File: config.mk
export PLATFORM = sky130hd
export DESIGN_NAME = intel_hex_record_parser_top
export DESIGN_NICKNAME = d
export VERILOG_FILES = /design/src/sv/ihp_pkg.sv /design/src/sv/ihp_in_reg.sv /design/src/sv/ihp_core.sv /design/src/sv/ihp_out_reg.sv /design/src/sv/intel_hex_record_parser_top.sv
export SDC_FILE = /design/constraint.sdc
export NUM_CORES = 1
export LEC_CHECK = 0
export ABC_AREA = 1
export ABC_CLOCK_PERIOD_IN_PS = 4400
export BUFFER_PORTS_ARGS = -buffer_cell sky130_fd_sc_hd__buf_2
export CAP_MARGIN = 20
export CORE_AREA = 4 4 197 199
export DETAILED_ROUTE_END_ITERATION = 7
export DIE_AREA = 0 0 201 203
export PLACE_DENSITY = 0.7
export SLEW_MARGIN = 20
export SYNTH_ARGS = -nofsm -noshare
export SYNTH_HDL_FRONTEND = slang
export SYNTH_SLANG_ARGS = --single-unit
export TNS_END_PERCENT = 5
File: constraint.sdc
create_clock -name clk -period 4.4 [get_ports clk]
set_clock_uncertainty 0.05 [all_clocks]
set_input_delay 0 -clock clk [delete_from_list [all_inputs] [get_ports clk]]
set_output_delay 0 -clock clk [all_outputs]
set_load 0.05 [all_outputs]
File: src/sv/ihp_pkg.sv
package ihp_pkg;

  typedef enum logic [1:0] {
    PH_BETWEEN = 2'd0,
    PH_RECORD  = 2'd1,
    PH_STOPPED = 2'd2
  } phase_t;

  typedef enum logic [1:0] {
    KIND_DATA   = 2'd0,
    KIND_ACCEPT = 2'd1,
    KIND_END    = 2'd2,
    KIND_ERROR  = 2'd3
  } kind_t;

  typedef enum logic [2:0] {
    ERR_NONE      = 3'd0,
    ERR_NO_COLON  = 3'd1,
    ERR_BAD_DIGIT = 3'd2,
    ERR_SHORT     = 3'd3,
    ERR_LENGTH    = 3'd4,
    ERR_CHECKSUM  = 3'd5,
    ERR_ADDR_REC  = 3'd6,
    ERR_NO_END    = 3'd7
  } err_t;

  localparam logic [7:0] REC_DATA  = 8'h00;
  localparam logic [7:0] REC_EOF   = 8'h01;
  localparam logic [7:0] REC_SEG   = 8'h02;
  localparam logic [7:0] REC_START = 8'h03;
  localparam logic [7:0] REC_LIN   = 8'h04;

  localparam logic [7:0] CH_COLON = 8'h3A;
  localparam logic [7:0] CH_CR    = 8'h0D;
  localparam logic [7:0] CH_LF    = 8'h0A;

  localparam logic [8:0] IDX_LENGTH  = 9'd0;
  localparam logic [8:0] IDX_ADDR_HI = 9'd1;
  localparam logic [8:0] IDX_ADDR_LO = 9'd2;
  localparam logic [8:0] IDX_TYPE    = 9'd3;
  localparam logic [8:0] IDX_DATA0   = 9'd4;
  localparam logic [8:0] IDX_DATA1   = 9'd5;
  localparam logic [8:0] HEAD_BYTES  = 9'd4;
  localparam logic [8:0] FRAME_BYTES = 9'd5;
  localparam logic [8:0] COUNT_MAX   = 9'd511;

  localparam logic CFG_ADDR_OFFSET = 1'b0;
  localparam logic CFG_SEG_OFFSET  = 1'b1;

  localparam int TDATA_W = 88;

  typedef struct packed {
    logic [7:0] char_in;
    logic       end_of_input;
  } in_item_t;

  typedef struct packed {
    kind_t       kind;
    logic [7:0]  data_byte;
    logic [31:0] byte_address;
    logic [31:0] segment_value;
    logic [7:0]  record_type;
    err_t        error_code;
  } result_t;

  typedef struct packed {
    logic        we;
    logic        index;
    logic [31:0] data;
  } cfg_wr_t;

  // bit 4 flags a valid digit, bits 3:0 carry its value
  function automatic logic [4:0] hex_digit(input logic [7:0] c);
    logic [4:0] r;
    case (c) inside
      [8'h30:8'h39]:               r = {1'b1, c[3:0]};
      [8'h41:8'h46], [8'h61:8'h66]: r = {1'b1, c[3:0] + 4'd9};
      default:                     r = 5'd0;
    endcase
    return r;
  endfunction

endpackage

File: src/sv/ihp_in_reg.sv
module ihp_in_reg (
  input  logic              clk,
  input  logic              rst,
  input  logic              s_axis_tvalid,
  output logic              s_axis_tready,
  input  logic [7:0]        s_axis_tdata,
  input  logic              s_axis_tuser,
  input  logic              out_free,
  output logic              in_valid,
  output ihp_pkg::in_item_t in_item
);
  import ihp_pkg::*;

  logic load;

  assign s_axis_tready = !in_valid || out_free;
  assign load = s_axis_tvalid && s_axis_tready;

  always_ff @(posedge clk) begin
    if (rst) begin
      in_valid <= 1'b0;
    end else if (load) begin
      in_valid <= 1'b1;
    end else if (out_free) begin
      in_valid <= 1'b0;
    end
  end

  always_ff @(posedge clk) begin
    if (load) begin
      in_item.char_in      <= s_axis_tdata;
      in_item.end_of_input <= s_axis_tuser;
    end
  end

endmodule

File: src/sv/ihp_core.sv
module ihp_core (
  input  logic              clk,
  input  logic              rst,
  input  ihp_pkg::cfg_wr_t  cfg,
  input  logic              go,
  input  ihp_pkg::in_item_t in_item,
  output logic              res_valid,
  output ihp_pkg::result_t  res
);
  import ihp_pkg::*;

  logic [31:0] address_offset;
  logic [31:0] segment_offset;

  phase_t      phase, phase_next;
  logic [3:0]  high_nibble, high_nibble_next;
  logic        digit_odd, digit_odd_next;
  logic [8:0]  byte_count, byte_count_next;
  logic [7:0]  declared_length, declared_length_next;
  logic [15:0] record_address, record_address_next;
  logic [7:0]  type_byte, type_byte_next;
  logic [7:0]  running_sum, running_sum_next;
  logic [15:0] first_two_data, first_two_data_next;
  logic [19:0] segment_base, segment_base_next;
  logic [31:0] upper_base, upper_base_next;
  logic [15:0] segment_register, segment_register_next;
  logic [31:0] cur_addr, cur_addr_next;

  logic [4:0]  hx;
  logic [7:0]  b;
  logic        is_eol;
  logic        close_eof;
  err_t        close_err;

  assign hx     = hex_digit(in_item.char_in);
  assign b      = {high_nibble, hx[3:0]};
  assign is_eol = (in_item.char_in == CH_CR) || (in_item.char_in == CH_LF);

  always_ff @(posedge clk) begin
    if (rst) begin
      address_offset <= '0;
      segment_offset <= '0;
    end else if (cfg.we) begin
      case (cfg.index)
        CFG_ADDR_OFFSET: address_offset <= cfg.data;
        CFG_SEG_OFFSET:  segment_offset <= cfg.data;
        default: ;
      endcase
    end
  end

  always_ff @(posedge clk) begin
    if (rst) begin
      cur_addr <= '0;
    end else begin
      cur_addr <= cur_addr_next;
    end
  end

  always_ff @(posedge clk) begin
    if (rst) begin
      phase            <= PH_BETWEEN;
      high_nibble      <= '0;
      digit_odd        <= 1'b0;
      byte_count       <= '0;
      declared_length  <= '0;
      record_address   <= '0;
      type_byte        <= '0;
      running_sum      <= '0;
      first_two_data   <= '0;
      segment_base     <= '0;
      upper_base       <= '0;
      segment_register <= '0;
    end else begin
      phase            <= phase_next;
      high_nibble      <= high_nibble_next;
      digit_odd        <= digit_odd_next;
      byte_count       <= byte_count_next;
      declared_length  <= declared_length_next;
      record_address   <= record_address_next;
      type_byte        <= type_byte_next;
      running_sum      <= running_sum_next;
      first_two_data   <= first_two_data_next;
      segment_base     <= segment_base_next;
      upper_base       <= upper_base_next;
      segment_register <= segment_register_next;
    end
  end

  always_comb begin
    phase_next            = phase;
    high_nibble_next      = high_nibble;
    digit_odd_next        = digit_odd;
    byte_count_next       = byte_count;
    declared_length_next  = declared_length;
    record_address_next   = record_address;
    type_byte_next        = type_byte;
    running_sum_next      = running_sum;
    first_two_data_next   = first_two_data;
    segment_base_next     = segment_base;
    upper_base_next       = upper_base;
    segment_register_next = segment_register;
    cur_addr_next         = cur_addr;
    res_valid             = 1'b0;
    res                   = '0;
    close_err             = ERR_NONE;
    close_eof             = 1'b0;

    if (go) begin
      case (phase)
        PH_BETWEEN: begin
          if (in_item.end_of_input) begin
            res_valid  = 1'b1;
            res.kind   = KIND_END;
            phase_next = PH_STOPPED;
          end else if (is_eol) begin
          end else if (in_item.char_in == CH_COLON) begin
            high_nibble_next     = '0;
            digit_odd_next       = 1'b0;
            byte_count_next      = '0;
            declared_length_next = '0;
            record_address_next  = '0;
            type_byte_next       = '0;
            running_sum_next     = '0;
            first_two_data_next  = '0;
            phase_next           = PH_RECORD;
          end else begin
            res_valid      = 1'b1;
            res.kind       = KIND_ERROR;
            res.error_code = ERR_NO_COLON;
            phase_next     = PH_STOPPED;
          end
        end

        PH_RECORD: begin
          if (in_item.end_of_input || is_eol) begin
            phase_next = PH_BETWEEN;
            if (digit_odd || byte_count < FRAME_BYTES) begin
              close_err = ERR_SHORT;
            end else if (byte_count != {1'b0, declared_length} + FRAME_BYTES) begin
              close_err = ERR_LENGTH;
            end else if (running_sum != 8'h00) begin
              close_err = ERR_CHECKSUM;
            end else begin
              case (type_byte)
                REC_EOF: close_eof = 1'b1;
                REC_SEG: begin
                  if (declared_length != 8'd2 || record_address != 16'h0000) begin
                    close_err = ERR_ADDR_REC;
                  end else begin
                    segment_base_next = {first_two_data, 4'h0};
                  end
                end
                REC_START: begin
                  if (declared_length < 8'd2 || record_address != 16'h0000) begin
                    close_err = ERR_ADDR_REC;
                  end else begin
                    segment_register_next = first_two_data;
                  end
                end
                REC_LIN: begin
                  if (declared_length != 8'd2 || record_address != 16'h0000) begin
                    close_err = ERR_ADDR_REC;
                  end else begin
                    upper_base_next = {first_two_data, 16'h0000};
                  end
                end
                default: ;
              endcase
              if (close_err == ERR_NONE && !close_eof && in_item.end_of_input) begin
                close_err = ERR_NO_END;
              end
            end
            res_valid       = 1'b1;
            res.record_type = type_byte;
            if (close_err != ERR_NONE) begin
              res.kind       = KIND_ERROR;
              res.error_code = close_err;
              phase_next     = PH_STOPPED;
            end else if (close_eof) begin
              res.kind   = KIND_END;
              phase_next = PH_STOPPED;
            end else begin
              res.kind = KIND_ACCEPT;
            end
          end else if (!hx[4]) begin
            res_valid       = 1'b1;
            res.kind        = KIND_ERROR;
            res.error_code  = ERR_BAD_DIGIT;
            res.record_type = type_byte;
            phase_next      = PH_STOPPED;
          end else if (!digit_odd) begin
            high_nibble_next = hx[3:0];
            digit_odd_next   = 1'b1;
          end else begin
            digit_odd_next   = 1'b0;
            running_sum_next = running_sum + b;
            if (byte_count != COUNT_MAX) begin
              byte_count_next = byte_count + 9'd1;
            end
            case (byte_count)
              IDX_LENGTH:  declared_length_next = b;
              IDX_ADDR_HI: record_address_next[15:8] = b;
              IDX_ADDR_LO: begin
                record_address_next[7:0] = b;
                cur_addr_next = {12'h000, segment_base} + upper_base
                                + {16'h0000, record_address[15:8], b};
              end
              IDX_TYPE:    type_byte_next = b;
              IDX_DATA0:   first_two_data_next[15:8] = b;
              IDX_DATA1:   first_two_data_next[7:0] = b;
              default: ;
            endcase
            if (byte_count >= HEAD_BYTES) begin
              cur_addr_next = cur_addr + 32'd1;
            end
            if (type_byte == REC_DATA && byte_count >= HEAD_BYTES
                && byte_count < {1'b0, declared_length} + HEAD_BYTES) begin
              res_valid         = 1'b1;
              res.kind          = KIND_DATA;
              res.data_byte     = b;
              res.byte_address  = cur_addr + address_offset;
              res.segment_value = {16'h0000, segment_register} + segment_offset;
            end
          end
        end

        default: ;
      endcase
    end
  end

endmodule

File: src/sv/ihp_out_reg.sv
module ihp_out_reg (
  input  logic                           clk,
  input  logic                           rst,
  input  logic                           load,
  input  ihp_pkg::result_t               res,
  output logic                           out_free,
  output logic                           m_axis_tvalid,
  input  logic                           m_axis_tready,
  output logic [ihp_pkg::TDATA_W-1:0]    m_axis_tdata,
  output logic [1:0]                     m_axis_tuser
);
  import ihp_pkg::*;

  assign out_free = !m_axis_tvalid || m_axis_tready;

  always_ff @(posedge clk) begin
    if (rst) begin
      m_axis_tvalid <= 1'b0;
    end else if (load) begin
      m_axis_tvalid <= 1'b1;
    end else if (m_axis_tready) begin
      m_axis_tvalid <= 1'b0;
    end
  end

  always_ff @(posedge clk) begin
    if (load) begin
      m_axis_tuser <= res.kind;
      m_axis_tdata <= {5'b00000, res.error_code, res.record_type, res.segment_value,
                       res.byte_address, res.data_byte};
    end
  end

endmodule

File: src/sv/intel_hex_record_parser_top.sv
// Intel HEX record parser.
// Input stream: one text character per item in s_axis_tdata, with s_axis_tuser
// high marking end of file. Output stream: at most one result per input item,
// its kind in m_axis_tuser (data byte, record accepted, file ended, error) and
// the byte, its 32-bit address, segment value, record type and error code
// in m_axis_tdata.
// Configuration: cfg_we writes cfg_data into the address offset (index 0) or
// the segment offset (index 1) at the clock edge; write only while idle.
// Throughput: one character per cycle unless the receiver stalls. An item passes
// an input register, then the per-character decode updates the record state and
// loads the output register, from which the result is presented.
// Data bytes leave as soon as their digit pair completes; the record's
// checks are reported when CR, LF or end of file closes it. An error or an
// end-of-file record halts the parser: further items are taken and dropped.
// Reset clears the parser state, both offsets and both registers' valid flags.
// When the receiver stalls the output register holds its result, the input
// register holds the next item, and s_axis_tready drops until the result goes.
module intel_hex_record_parser_top (
  input  logic                         clk,
  input  logic                         rst,
  input  logic                         s_axis_tvalid,
  output logic                         s_axis_tready,
  input  logic [7:0]                   s_axis_tdata,  // char_in
  input  logic                         s_axis_tuser,  // end_of_input
  output logic                         m_axis_tvalid,
  input  logic                         m_axis_tready,
  // data_byte, byte_address, segment_value, record_type, error_code, zero fill
  output logic [ihp_pkg::TDATA_W-1:0]  m_axis_tdata,
  output logic [1:0]                   m_axis_tuser,  // result_kind
  input  logic                         cfg_we,
  input  logic                         cfg_index,
  input  logic [31:0]                  cfg_data
);
  import ihp_pkg::*;

  logic     out_free;
  logic     in_valid;
  in_item_t in_item;
  logic     go;
  logic     res_valid;
  result_t  res;
  cfg_wr_t  cfg;

  assign go        = in_valid && out_free;
  assign cfg.we    = cfg_we;
  assign cfg.index = cfg_index;
  assign cfg.data  = cfg_data;

  ihp_in_reg u_in_reg (
    .clk           (clk),
    .rst           (rst),
    .s_axis_tvalid (s_axis_tvalid),
    .s_axis_tready (s_axis_tready),
    .s_axis_tdata  (s_axis_tdata),
    .s_axis_tuser  (s_axis_tuser),
    .out_free      (out_free),
    .in_valid      (in_valid),
    .in_item       (in_item)
  );

  ihp_core u_core (
    .clk       (clk),
    .rst       (rst),
    .cfg       (cfg),
    .go        (go),
    .in_item   (in_item),
    .res_valid (res_valid),
    .res       (res)
  );

  ihp_out_reg u_out_reg (
    .clk           (clk),
    .rst           (rst),
    .load          (go && res_valid),
    .res           (res),
    .out_free      (out_free),
    .m_axis_tvalid (m_axis_tvalid),
    .m_axis_tready (m_axis_tready),
    .m_axis_tdata  (m_axis_tdata),
    .m_axis_tuser  (m_axis_tuser)
  );

  a_result_loaded: assert property (@(posedge clk) disable iff (rst)
    go && res_valid |=> m_axis_tvalid)
    else $error("result not presented after decode");

  a_item_held: assert property (@(posedge clk) disable iff (rst)
    in_valid && !out_free |=> in_valid)
    else $error("pending item dropped while output stalled");

  a_code_only_on_error: assert property (@(posedge clk) disable iff (rst)
    m_axis_tvalid && m_axis_tuser != KIND_ERROR |-> m_axis_tdata[82:80] == 3'd0)
    else $error("error code on a non-error result");

  a_data_not_at_eof: assert property (@(posedge clk) disable iff (rst)
    go && res_valid && res.kind == KIND_DATA |-> !in_item.end_of_input)
    else $error("data byte produced by end of file");

endmodule
==> results of run 1 <==
[worst max-delay path: stages (launching register included)]
cell	delay, ps
dfxtp_1	470
ha_1	260
inv_1	70
nor2_1	140
xor2_1	170
ha_1	270
a21oi_1	150
o211ai_1	100
a21oi_1	130
nand4_1	150
nand3_1	100
nand2_1	50
nand2_1	70
nand2_1	80
clkinv_2	120
buf_12	370
[power breakdown]
group | switching, W | internal (W) | total, W
Clock | 0.00123 | 0.00179 | 0.00302
Sequential | 0.0000676 | 0.00307 | 0.00314
Combinational | 0.000507 | 0.000199 | 0.000705
[placed cells by master, fill, tap and decap left out, types with 8 or more instances in the layout]
| cell | count |
|---|---|
| a21o_1 | 10 |
| a21oi_1 | 284 |
| a31oi_1 | 17 |
| buf_2 | 133 |
| clkbuf_1 | 9 |
| clkbuf_16 | 39 |
| dfxtp_1 | 218 |
| dlygate4sd3_1 | 48 |
| edfxtp_1 | 94 |
| ha_1 | 95 |
| inv_1 | 247 |
| inv_2 | 9 |
| nand2_1 | 362 |
| nand2_2 | 8 |
| nand3_1 | 95 |
| nand4_1 | 23 |
| nor2_1 | 367 |
| nor3_1 | 46 |
| nor3b_1 | 10 |
| o21ai_0 | 254 |
| o21ai_1 | 9 |
| or2_2 | 15 |
| xnor2_1 | 23 |
| xor2_1 | 34 |
[area by class of cell]
type / count / share of cell area [%]
Tap cell: 474 / 2.92
Clock inverter: 12 / 0.486
Clock buffer: 55 / 5.38
Inverter: 258 / 4.78
Multi-Input combinational cell: 1734 / 44.9
Sequential cell: 312 / 35.4
Timing Repair Buffer: 190 / 6.16
[sequential cells by signal (all words and copies together) (netlist names), 2 cells and up]
register and cells:
u_out_reg.m_axis_tdata 83, u_core.address_offset 32, u_core.cur_addr 32, u_core.segment_offset 32, u_core.first_two_data 16, u_core.record_address 16, u_core.segment_base 16, u_core.segment_register 16
u_core.upper_base 16, u_core.byte_count 9, u_in_reg.in_item 9, u_core.declared_length 8, u_core.running_sum 8, u_core.type_byte 8, u_core.high_nibble 4, u_core.phase 2
u_out_reg.m_axis_tuser 2
[cell families (layout without fill, tap and decap cells)]
| logic type | Yosys count | in the layout | share of synthesized area [%] |
|---|---|---|---|
| xor+xnor | 57 | 57 | 2.83 |
| other cells | 1 | 5 | 0.0213 |
| simple gates | 960 | 960 | 23.2 |
| fa+ha+maj | 99 | 99 | 7.20 |
| buf+inv | 337 | 515 | 7.55 |
| compound gates | 613 | 613 | 18.4 |
| flops | 312 | 312 | 40.8 |
[through the flow]
stage                     cell area, sq um  instances  hold WS [ps]  total power (W)  setup WS [ps]
after floorplan                      17600       2383          48.9          0.00367            442
after global placement               18600       2920           127          0.00386           1330
after detailed placement             18600       2920           129          0.00386           1270
after CTS                            20300       3035          3.33          0.00693           1210
after global routing                 20300       3035          71.3          0.00713            950
final                                20300       3035          31.3          0.00687           1190
[worst min path at each step]
stage | slack [ps] | start | cells past startpoint | endpoint
floorplan | 50 | s_axis_tuser | 0 | u_in_reg.in_item[0]
global placement | 130 | s_axis_tdata[7] | 1 | u_in_reg.in_item[8]
detailed placement | 130 | s_axis_tdata[6] | 1 | u_in_reg.in_item[7]
CTS | 3 | cfg_index | 5 | u_core.address_offset[13]
global route | 70 | cfg_index | 5 | u_core.address_offset[17]
finish | 30 | cfg_index | 5 | u_core.address_offset[13]
[metal layers]
layer  vias to the layer above  global-route usage, %  wire [um]
li1                       8285                      -          -
met1                      7704                   33.2      23400
met2                       522                   44.5      25600
met3                        77                   3.72       2980
met4                         0                   6.37       1250
met5                         -                      0          0
[repair_timing]
item | in CTS | in global routing
hold buffers | 48 | 0
endpoints found under the setup margin | 0 | 0
hold endpoints to repair | 98 | 0
==> flow_metrics.tcl, run 1 <==
set metrics [dict create \
    status "complete, no violations" \
    hp-class "input pin to flop" \
    htreeDepth 2 \
    synthFlopType "dfxtp_1" \
    cts.path.max_buffers 3 \
    cp-startpoint "u_core.declared_length[3]" \
    gp_congestion 0.948 \
    critPathRequiredTime_ps 4530 \
    tightest_slew_ps 874 \
    ys_seq_area_share_pct 40.8 \
    synth_common_cells "367 x nor2_1, 362 x nand2_1, 284 x a21oi_1, 254 x o21ai_0, 249 x inv_1" \
    drtIter0Drc 1168 \
    slew_headroom_pct 41.7 \
    wl_mm 53.2 \
    postCtsSetupRepairBufs 0 \
    rows 71 \
    cts.clk_slew.worst_paths_ps 60 \
    max-vdd-ir-drop_mv 0.265 \
    finalMaxSlewViolations 0 \
    powerDensity_nw_per_um2 338 \
    grt_pass1_vias 15800 \
    core-area_sq_um 37200 \
    fin_nets 2679 \
    crit_arrival_ps 3340 \
    fin_crit_sh_pct 73.0 \
    yosysMostFrequentCell "nor2_1" \
    grt_max_degree 129 \
    wl_per_cell_um 17.5 \
    crit_path_end_kind "flop" \
    detail-route-antenna-nets 0 \
    area_delta_synth_final_pct 15.3 \
    die_w_um 201 \
    finalSetupViolations 0 \
    r2r_cells 15 \
    synthArstFlopShare_pct 0 \
    die-area_sq_um 40800 \
    vias 16600 \
    drc_errors 0 \
    syn_area_sq_um 17600 \
    postLayoutCoreUtil_pct 54.6 \
    synth_top_area_cell "dfxtp_1" \
    hpwlAfterDp_mm 39.0 \
    synth_area_per_cell_sq_um 7.41 \
    design.portCount 139 \
    drv_cap 0 \
    cts.sinks 312 \
    max_freq_ghz 0.311 \
    clkLatencyLatePin_ps 560 \
    multi_input_area_sq_um 9120 \
    synth_cell_types 53 \
    synth_warnings 0 \
    regArea_sq_um 7190 \
    timing.rr.start "u_core.declared_length[3]" \
    final.min_clock_period_ps 3210 \
    setup_tns_ps 0 \
    drive_gt1_share_pct 10.2 \
    cts_buffers 37 \
    yosys-top-cells-area "dfxtp_1 25%, edfxtp_1 16%, a21oi_1 8.1%" \
    io_buffers 133 \
    diodes 0 \
    via_per_inst 5.47 \
    track_usage_pct 25.4 \
    syn_inst 2379 \
    worstSetupPathType "flop to flop" \
    crit_fanout 80 \
    ys_ff_latch 312 \
    synth_edf_count 94 \
    hold_viol_final 0 \
    fillers 3495 \
    cts_tree "yes" \
    start_util_pct 47.4 \
    ctsResizeCount 0 \
    rsz0062_at_grt "no" \
    reg2reg_to "u_out_reg.m_axis_tdata[57]" \
    crit_path_end "u_out_reg.m_axis_tdata[57]" \
    netlist.area_leader.share_pct 24.8 \
    grt_pass1_wl_mm 84.5 \
    grt_antenna_before_repair 0 \
    root_buffer "clkbuf_16" \
    overflow 0 \
    cellLeakagePower_nw 8.50 \
    firstDrtPassIters 6 \
    rrSetupSlack_ps 1190 \
    start_kind "flop" \
    die_h_um 203 \
]
Power figures use the tool's default switching activity.
==> run 2, diff against run 1 <==
Settings changed: ABC_CLOCK_PERIOD_IN_PS 4400 to 3400.
Clock period 4.4 ns to 3.4 ns, I/O delays scaled along.
==> run 2 against run 1 <==
Sequential power is 29% higher. Combinational power up 32%. Sequential share of layout area down 0.37 points. Flip-flop and latch count unchanged. Non-clock buffer count grew 22. Via count rose by 0.54%. Clock power up 32%. Fmax grew 5.2%. Largest cell class unchanged. Largest power group unchanged. Highest routed layer unchanged.
==> flow_metrics.tcl, run 2 (synthesis results as in run 1) <==
set metrics [dict create \
    drtIter0Drc 1217 \
    powerDensity_nw_per_um2 438 \
    detail-route-antenna-nets 0 \
    combPwrFrac_pct 10.3 \
    track_usage_pct 25.5 \
    rsz0062_at_grt "no" \
    diodes 0 \
    grt_pass1_wl_mm 84.6 \
    htreeDepth 2 \
    area_delta_synth_final_pct 16.5 \
    layout_commonest_cell "nor2_1" \
    drv_cap 0 \
    finalSetupViolations 0 \
    postCtsSetupRepairBufs 0 \
    grt_pass1_vias 16000 \
    gp_congestion 0.949 \
    wl_mm 53.1 \
    fin_crit_sh_pct 89.8 \
    overflow 0 \
    start_util_pct 47.4 \
    hp-class "input pin to flop" \
    crit_fanout 6 \
    cts.path.max_buffers 3 \
    cellLeakagePower_nw 8.63 \
    grt_max_degree 108 \
    crit_path_end_kind "flop" \
    clkPwrFrac_pct 44.5 \
    cts_buffers 37 \
    final.min_clock_period_ps 3050 \
    grt_antenna_before_repair 0 \
    cts.sinks 312 \
    critPathRequiredTime_ps 3660 \
    design.portCount 139 \
    ctsResizeCount 0 \
    setup_tns_ps 0 \
    final_area_sq_um 20500 \
    die_h_um 203 \
    vias 16700 \
    via_per_inst 5.46 \
    wl_per_cell_um 17.4 \
    multi_input_area_sq_um 9130 \
    pwr-share-seq_pct 45.1 \
    rows 71 \
    regArea_sq_um 7190 \
    io_buffers 133 \
    finalMaxSlewViolations 0 \
    p_int_w 0.00656 \
    max-vdd-ir-drop_mv 0.425 \
    placed_area_sq_um 18800 \
    p_switching_w 0.00243 \
    postCtsHoldBufs 48 \
    drc_errors 0 \
    firstDrtPassIters 5 \
    die-area_sq_um 40800 \
    clkLatencyLatePin_ps 560 \
    slew_headroom_pct 47.6 \
    cts_tree "yes" \
    crit_arrival_ps 3310 \
    tightest_slew_ps 778 \
    max_freq_ghz 0.328 \
    fillers 3549 \
    drive_gt1_share_pct 11.3 \
    top_register "u_out_reg.m_axis_tdata" \
    hold_viol_final 0 \
    largest_reg_flops 83 \
    layout_common_cells "367 x nor2_1, 362 x nand2_1, 284 x a21oi_1, 254 x o21ai_0, 247 x inv_1" \
    root_buffer "clkbuf_16" \
    worstSetupPathType "flop to flop" \
    hpwlAfterDp_mm 39.6 \
    die_w_um 201 \
    core-area_sq_um 37200 \
    start_kind "flop" \
    status "complete, no violations" \
    swShare_pct 27.0 \
    fin_nets 2701 \
    cts.clk_slew.worst_paths_ps 60 \
]
## run 2: cell types whose count changed in the layout (fill, tap and decap cells not counted), sizes merged
cell / change
bufinv: -1
buf: +22
clkbuf: -6
clkinv: +4
clkinvlp: +2
## run 2: power by group through the flow
stage               combinational [W]  clock, W  sequential, W
global route                  0.00101   0.00420        0.00407
CTS                          0.000927   0.00406        0.00406
finish                       0.000928   0.00400        0.00406
detailed placement           0.000877         0        0.00414
floorplan                    0.000441         0        0.00431
global placement             0.000869         0        0.00413
## run 2: stage by stage
| stage | instances | util, % | worst slack (ps) | total power [W] | hold WS, ps |
|---|---|---|---|---|---|
| floorplan | 2383 | - | 14.2 | 0.00475 | 48.9 |
| global placement | 2942 | 50.6 | 467 | 0.00500 | 126 |
| detailed placement | 2942 | 50.6 | 396 | 0.00501 | 128 |
| CTS | 3056 | 55.2 | 377 | 0.00904 | 0.300 |
| global route | 3056 | 55.2 | 74.4 | 0.00928 | 55.0 |
| finish | 3056 | 55.2 | 348 | 0.00899 | 29.7 |
## run 2: area by class of cell
| class | count | area share [%] |
|---|---|---|
| timing repair buffer | 212 | 6.90 |
| clock inverter | 17 | 0.640 |
| tap | 474 | 2.89 |
| inverter | 258 | 4.74 |
| clock buffer | 49 | 5.39 |
| multi-input combinational | 1734 | 44.4 |
| sequential | 312 | 35.0 |
## run 2: worst max-delay path, cell delays in order, from the launching register on
cell and delay [ps]:
dfxtp_1 430, ha_1 180, inv_1 60, fa_1 360, inv_1 80, nand2_1 60, a21oi_1 270, a21boi_0 260
o21ai_0 530, nand2_1 100, nand2_1 120, a21boi_0 100, o21ai_0 160, nor2_1 60
## run 2: metal layers
metal | GRT usage [%] | wire (um)
met5 | 0 | 0
met1 | 33.1 | 22900
met2 | 42.5 | 24500
met3 | 4.07 | 3400
met4 | 10.5 | 2340
## run 2: path summary, 6_finish.rpt
kind                             start                          to  slack, ps  cells after the start
max reg2reg         u_core.cur_addr[0]  u_out_reg.m_axis_tdata[30]        350                     13
min                             cfg_we   u_core.segment_offset[29]         30                      4
max                 u_core.cur_addr[0]  u_out_reg.m_axis_tdata[30]        350                     13
min reg2reg  u_core.segment_offset[21]   u_core.segment_offset[21]        430                      2
